## src/rtl/bfha_pkg.sv

```systemverilog
`timescale 1ns / 1ps
package bfha_pkg;

  // Field widths of the stream items and the configuration register
  localparam int CMD_W   = 2;
  localparam int REQ_W   = 15;
  localparam int BLK_W   = 14;
  localparam int ST_W    = 2;
  localparam int SIZE_W  = 15;
  localparam int RES_W   = 14;
  localparam int CFG_W   = 15;
  localparam int HEAP_FLOOR = 4096;
  localparam logic [CFG_W-1:0] CFG_RESET = 15'd4096;

  // Command codes
  localparam logic [CMD_W-1:0] CMD_INIT  = 2'd0;
  localparam logic [CMD_W-1:0] CMD_ALLOC = 2'd1;
  localparam logic [CMD_W-1:0] CMD_FREE  = 2'd2;

  // Status codes
  localparam logic [ST_W-1:0] ST_OK    = 2'd0;
  localparam logic [ST_W-1:0] ST_FAIL  = 2'd1;
  localparam logic [ST_W-1:0] ST_RANGE = 2'd2;

  // Per-cell control of the free list ring
  typedef struct packed {
    logic shift;
    logic load;
  } cell_ctl_t;

endpackage

```

## src/rtl/bfha_cell.sv

```systemverilog
`timescale 1ns / 1ps
module bfha_cell
  import bfha_pkg::*;
#(
  parameter int WIDTH = 17
) (
  input  logic             clk_i,
  input  cell_ctl_t        ctl_i,
  input  logic [WIDTH-1:0] nxt_i,
  input  logic [WIDTH-1:0] load_i,
  output logic [WIDTH-1:0] q_o
);

  logic [WIDTH-1:0] val_q;

  // Load a fresh value or take the neighbour's entry
  always_ff @(posedge clk_i) begin
    if (ctl_i.load) begin
      val_q <= load_i;
    end else if (ctl_i.shift) begin
      val_q <= nxt_i;
    end
  end

  assign q_o = val_q;

endmodule
```

## config.mk

```make
export PLATFORM = sky130hd
export DESIGN_NAME = bfha_cell
export DESIGN_NICKNAME = d
export VERILOG_FILES = /design/src/rtl/bfha_pkg.sv /design/src/rtl/bfha_cell.sv
export SDC_FILE = /design/constraint.sdc
export NUM_CORES = 1
export LEC_CHECK = 0
export BUFFER_PORTS_ARGS = -buffer_cell sky130_fd_sc_hd__buf_4
export CORE_UTILIZATION = 39
export DETAILED_ROUTE_END_ITERATION = 7
export PLACE_DENSITY = 0.85
export SYNTH_ARGS = -nofsm -noshare
export SYNTH_HDL_FRONTEND = slang
export SYNTH_SLANG_ARGS = --single-unit
export TNS_END_PERCENT = 5
```

## constraint.sdc

```tcl
create_clock -name clk_i -period 1.7 [get_ports clk_i]
set_clock_uncertainty 0.1 [all_clocks]
set_input_delay 0.34 -clock clk_i [delete_from_list [all_inputs] [get_ports clk_i]]
set_output_delay 0.34 -clock clk_i [all_outputs]
set_load 0.05 [all_outputs]
```

==> Yosys cells after proc, flatten, opt, wreduce, memory -nomap -nowiden <==
Cells that the tools add are included.
{ "op_classes": {"muxes": 2, "n_reduce_logical": 1} }
{ "op_table": {"columns": ["op", "n"], "rows": [
  ["$mux W17", 2],
  ["$reduce_bool A2 Y1", 1]
]} }
{ "totals": {"ff_bits": 17, "output_inout_bits": 17, "word_cells": 4} }

==> Depth between registers and ports, before layout <==
{ "depth": {"word_depth": 2, "mapped_depth": 3, "ltp_nobuf": 1} }

==> Worst setup path before layout <==
Ideal clock, no wire load.
{ "synth_timing": {"path_type": "input -> register", "startpoint": "input ctl_i[0] (netlist bit)", "endpoint": "register val_q[0] (netlist: q_o[0]), enable pin", "path_buffers": 2, "t_arrival_ns": 1.036, "required_time_ns": 1.226, "slack_ns": 0.190, "path_stages": 3, "setup_ns": 0.374, "path_cell_list": "buf_6 > buf_12 > or2_1"} }
{ "synth_between": {"elab_chain_cells": 1} }
{ "synth_rtl": {"columns": ["item", "line", "text"], "rows": [
  ["start: declaration", "bfha_cell.sv:8", "input cell_ctl_t ctl_i,"],
  ["$reduce_bool A2 Y1 (no line)", null, null],
  ["end signal: assignment", "bfha_cell.sv:19", "val_q <= load_i;"],
  ["end signal: assignment", "bfha_cell.sv:21", "val_q <= nxt_i;"],
  ["end: declaration", "bfha_cell.sv:14", "logic [WIDTH-1:0] val_q;"]
]} }
No other way between the ends.
A chain may end at the register's enable or synchronous reset.

==> Worst setup path in the final report <==
{ "layout_timing": {"startpoint": "register val_q[13] (netlist: q_o[13])", "endpoint": "output q_o[13]"} }
{ "layout_lines": {"columns": ["item", "line", "text"], "rows": [
  ["end: declaration", "bfha_cell.sv:11", "output logic [WIDTH-1:0] q_o"]
]} }
No word-level cell between the ends.

==> summary by stage <==
Logic synthesis
The area share of the largest cell type after synthesis is 66.0%. Yosys mapped a number of flops with a built-in enable equal to 17. The post-synth design cell area is 773 µm². Synthesis produced 37 cells.

The most frequently used flop master after synthesis is sky130_fd_sc_hd__edfxtp_1. In this run, distinct cell masters in the synthesized netlist total 6. The leading area contributor after synthesis is sky130_fd_sc_hd__edfxtp_1. The fraction of registers with async set or reset after synthesis is 0%. The synthesis warning total is 0.

The synthesized area divided by synthesized cell count is 20.9 µm². The leading cell type by number of instances after synthesis is sky130_fd_sc_hd__edfxtp_1. In the post-synthesis netlist, the biggest area contributors are sky130_fd_sc_hd__edfxtp_1, sky130_fd_sc_hd__mux2_4, sky130_fd_sc_hd__mux2_2. The commonest cells after synthesis are sky130_fd_sc_hd__edfxtp_1, sky130_fd_sc_hd__mux2_4, sky130_fd_sc_hd__mux2_2.

The post-synthesis net count is 74. Synthesis inferred 17 register bits. The post-synthesis sequential area ratio is 66.0%.

Drt
The final routed wirelength across all metal layers is 1.67 mm. The post-detailed-route DRC marker count is 0. Summed over all nets, wire length on met3 after detailed routing comes to 124 µm.

After detailed routing, the average wire length per cell comes to 14.0 µm. The detailed-route vias per instance is 4.54. The first-pass detailed-route iteration total is 5. The highest routing layer actually used is met4. The number of nets still failing antenna checks after routing is 0.

The vias after detailed routing is 540. The routed design uses 933 µm of met2 wire. The iteration-0 DRC count of the detailed router is 2. The wire length the detailed router placed on met1 is 541 µm.

Die
In this run the core area contains 15 standard-cell rows. The core outline area is 1780 µm². The die area is 2160 µm².

The width of the die is 46.5 µm. Once the floorplan was initialized, standard cells occupied 43.4% of the core. The number of ports placed on the die boundary is 54. In this run the vertical extent of the chip is 46.5 µm.

CTS
Buffers added to address setup during post-CTS repair amount to 0. The CTS tree is done. The post-cts gate resize count is 0. The root buffer cell chosen for the clock tree is sky130_fd_sc_hd__clkbuf_4. The clock passes through at most 2 buffers.

The total clock buffers created by CTS is 3. The hold-fix buffer count after cts is 0. In this run the number of H-tree levels came out at 1. Clock tree synthesis found a total of 17 sinks. After clock tree synthesis, the clock-pin slew on the worst setup and hold paths is 0.09 ns.

Outcome
The run finished with clean final reports.

Pwr
The analysis attributes to cell leakage a power of 0.559 nW. The worst-case IR drop observed on VDD is 0.000470 V. The power density normalized to cell area is 901 nW/µm².

Layout
The fraction of layout instances using a drive strength above 1 is 79.8%. The final instance count without filler cells is 119. The count of filler cells inserted in the layout is 127.

The register with the most flip-flops in the layout has 17 of them. The antenna diode instance count is 0. With fillers left out, the area of the finished cells amounts to 1210 µm². For this run, the post-layout net count is 132.

The synthesis-to-layout area growth is 56.8%.

GRT
The via count of the first global-routing pass is 579. Entering global routing, the biggest net connects 19 pins. The total routing resource utilization after global routing is 17.4%. The initial antenna violation count came to 0. The wire length of the first global-routing pass is 2.46 mm. After global routing the overflow that remains totals 0.

Timing
The final cycle utilization of the critical path is 78.4%. Setup repair after global routing left no endpoint under its margin. The final max-slew violation count is 0.

At the pin with the least slew margin, the transition time is 0.268 ns. Setup violations remaining at the end of the flow were counted as 0. The final total negative setup slack is 0 ns. The maximum clock rate is 0.750 GHz.

The number of hold violations in the final report is 0. After layout, the minimum clock period comes to 1.33 ns. The relative slew slack is 82.1%.

Critical path
The standard cell with the maximum stage delay on the critical path is sky130_fd_sc_hd__edfxtp_1. The worst setup path is of the register to primary output kind. The element type at the critical path end is a primary output. STA classifies the critical path startpoint as a register. For the worst setup path, the data arrival time is 0.89 ns. The number of buffers and inverters on the critical path is 1.

The largest fanout of any net on the critical path is 1. The critical path's top delay family is flip-flops. Traced cell by cell, the critical path runs through buf_4. The required time reported for the critical path endpoint is 1.26 ns.

The largest incremental delay on the critical path is 0.41 ns.

Place
After detailed placement, the total cell area comes to 1190 µm². The wire-length estimate of the detail-placed layout is 1.35 mm. At the end of routability-driven placement, the weighted congestion stood at 0.567. The count of port buffers added during placement is 53. The number of placed instances, taps included is 115.

Worst hold path
The tightest min-delay check is of the input pin to register type.

Job
The count of maximum capacitance violations is 0.
==> final timing paths <==
check / from / endpoint / depth (start not counted)
worst max-delay path: q_o[13] / q_o[13] / 1
worst min-delay path: load_i[7] / q_o[7] / 2
==> per-stage QoR <==
step | hold WS [ns] | setup WS, ns | power [W] | utilization (%)
global route | 0.242 | 0.339 | 0.00114 | 68.0
floorplan | 0.457 | 0.190 | 0.000765 | -
global placement | 0.541 | 0.343 | 0.000894 | 66.5
detailed placement | 0.543 | 0.301 | 0.000904 | 66.5
CTS | 0.249 | 0.357 | 0.00111 | 68.0
finish | 0.255 | 0.367 | 0.00109 | 68.0
==> routing by layer <==
metal | GRT usage (%) | vias up
met4 | 12.9 | 0
met2 | 30.8 | 32
li1 | - | 256
met1 | 17.8 | 246
met3 | 3.14 | 6
met5 | 0 | -
==> layout make-up <==
type	instances	area, µm²	area share [%]
repair buffers	55	413	34.1
clock buffers	4	26.3	2.17
well taps	25	31.3	2.58
flip-flops and latches	17	510	42.1
multi-input cells	18	231	19.1
==> cells in the final DEF (no fill, tap or decap), drive strengths merged <==
| master | Yosys | routed |
|---|---|---|
| edfxtp | 17 | 17 |
| buf | 2 | 55 |
| mux2 | 17 | 17 |
| clkbuf | 0 | 4 |
| or2 | 1 | 1 |
==> cell families (layout without fill, tap and decap cells) <==
group / count (synthesis) / in the layout / share of synthesized area (%)
mux: 17 / 17 / 29.1
flops: 17 / 17 / 66.0
buf+inv: 2 / 59 / 4.05
simple gates: 1 / 1 / 0.810
==> power breakdown <==
group          internal, W  switching [W]  leakage (nW)  total, W
clock network    0.0000908       0.000111        0.0150  0.000202
registers         0.000514      0.0000149         0.173  0.000529
logic             0.000149       0.000213         0.371  0.000362
total             0.000754       0.000339         0.559   0.00109
(Power assumes the default switching activity.)
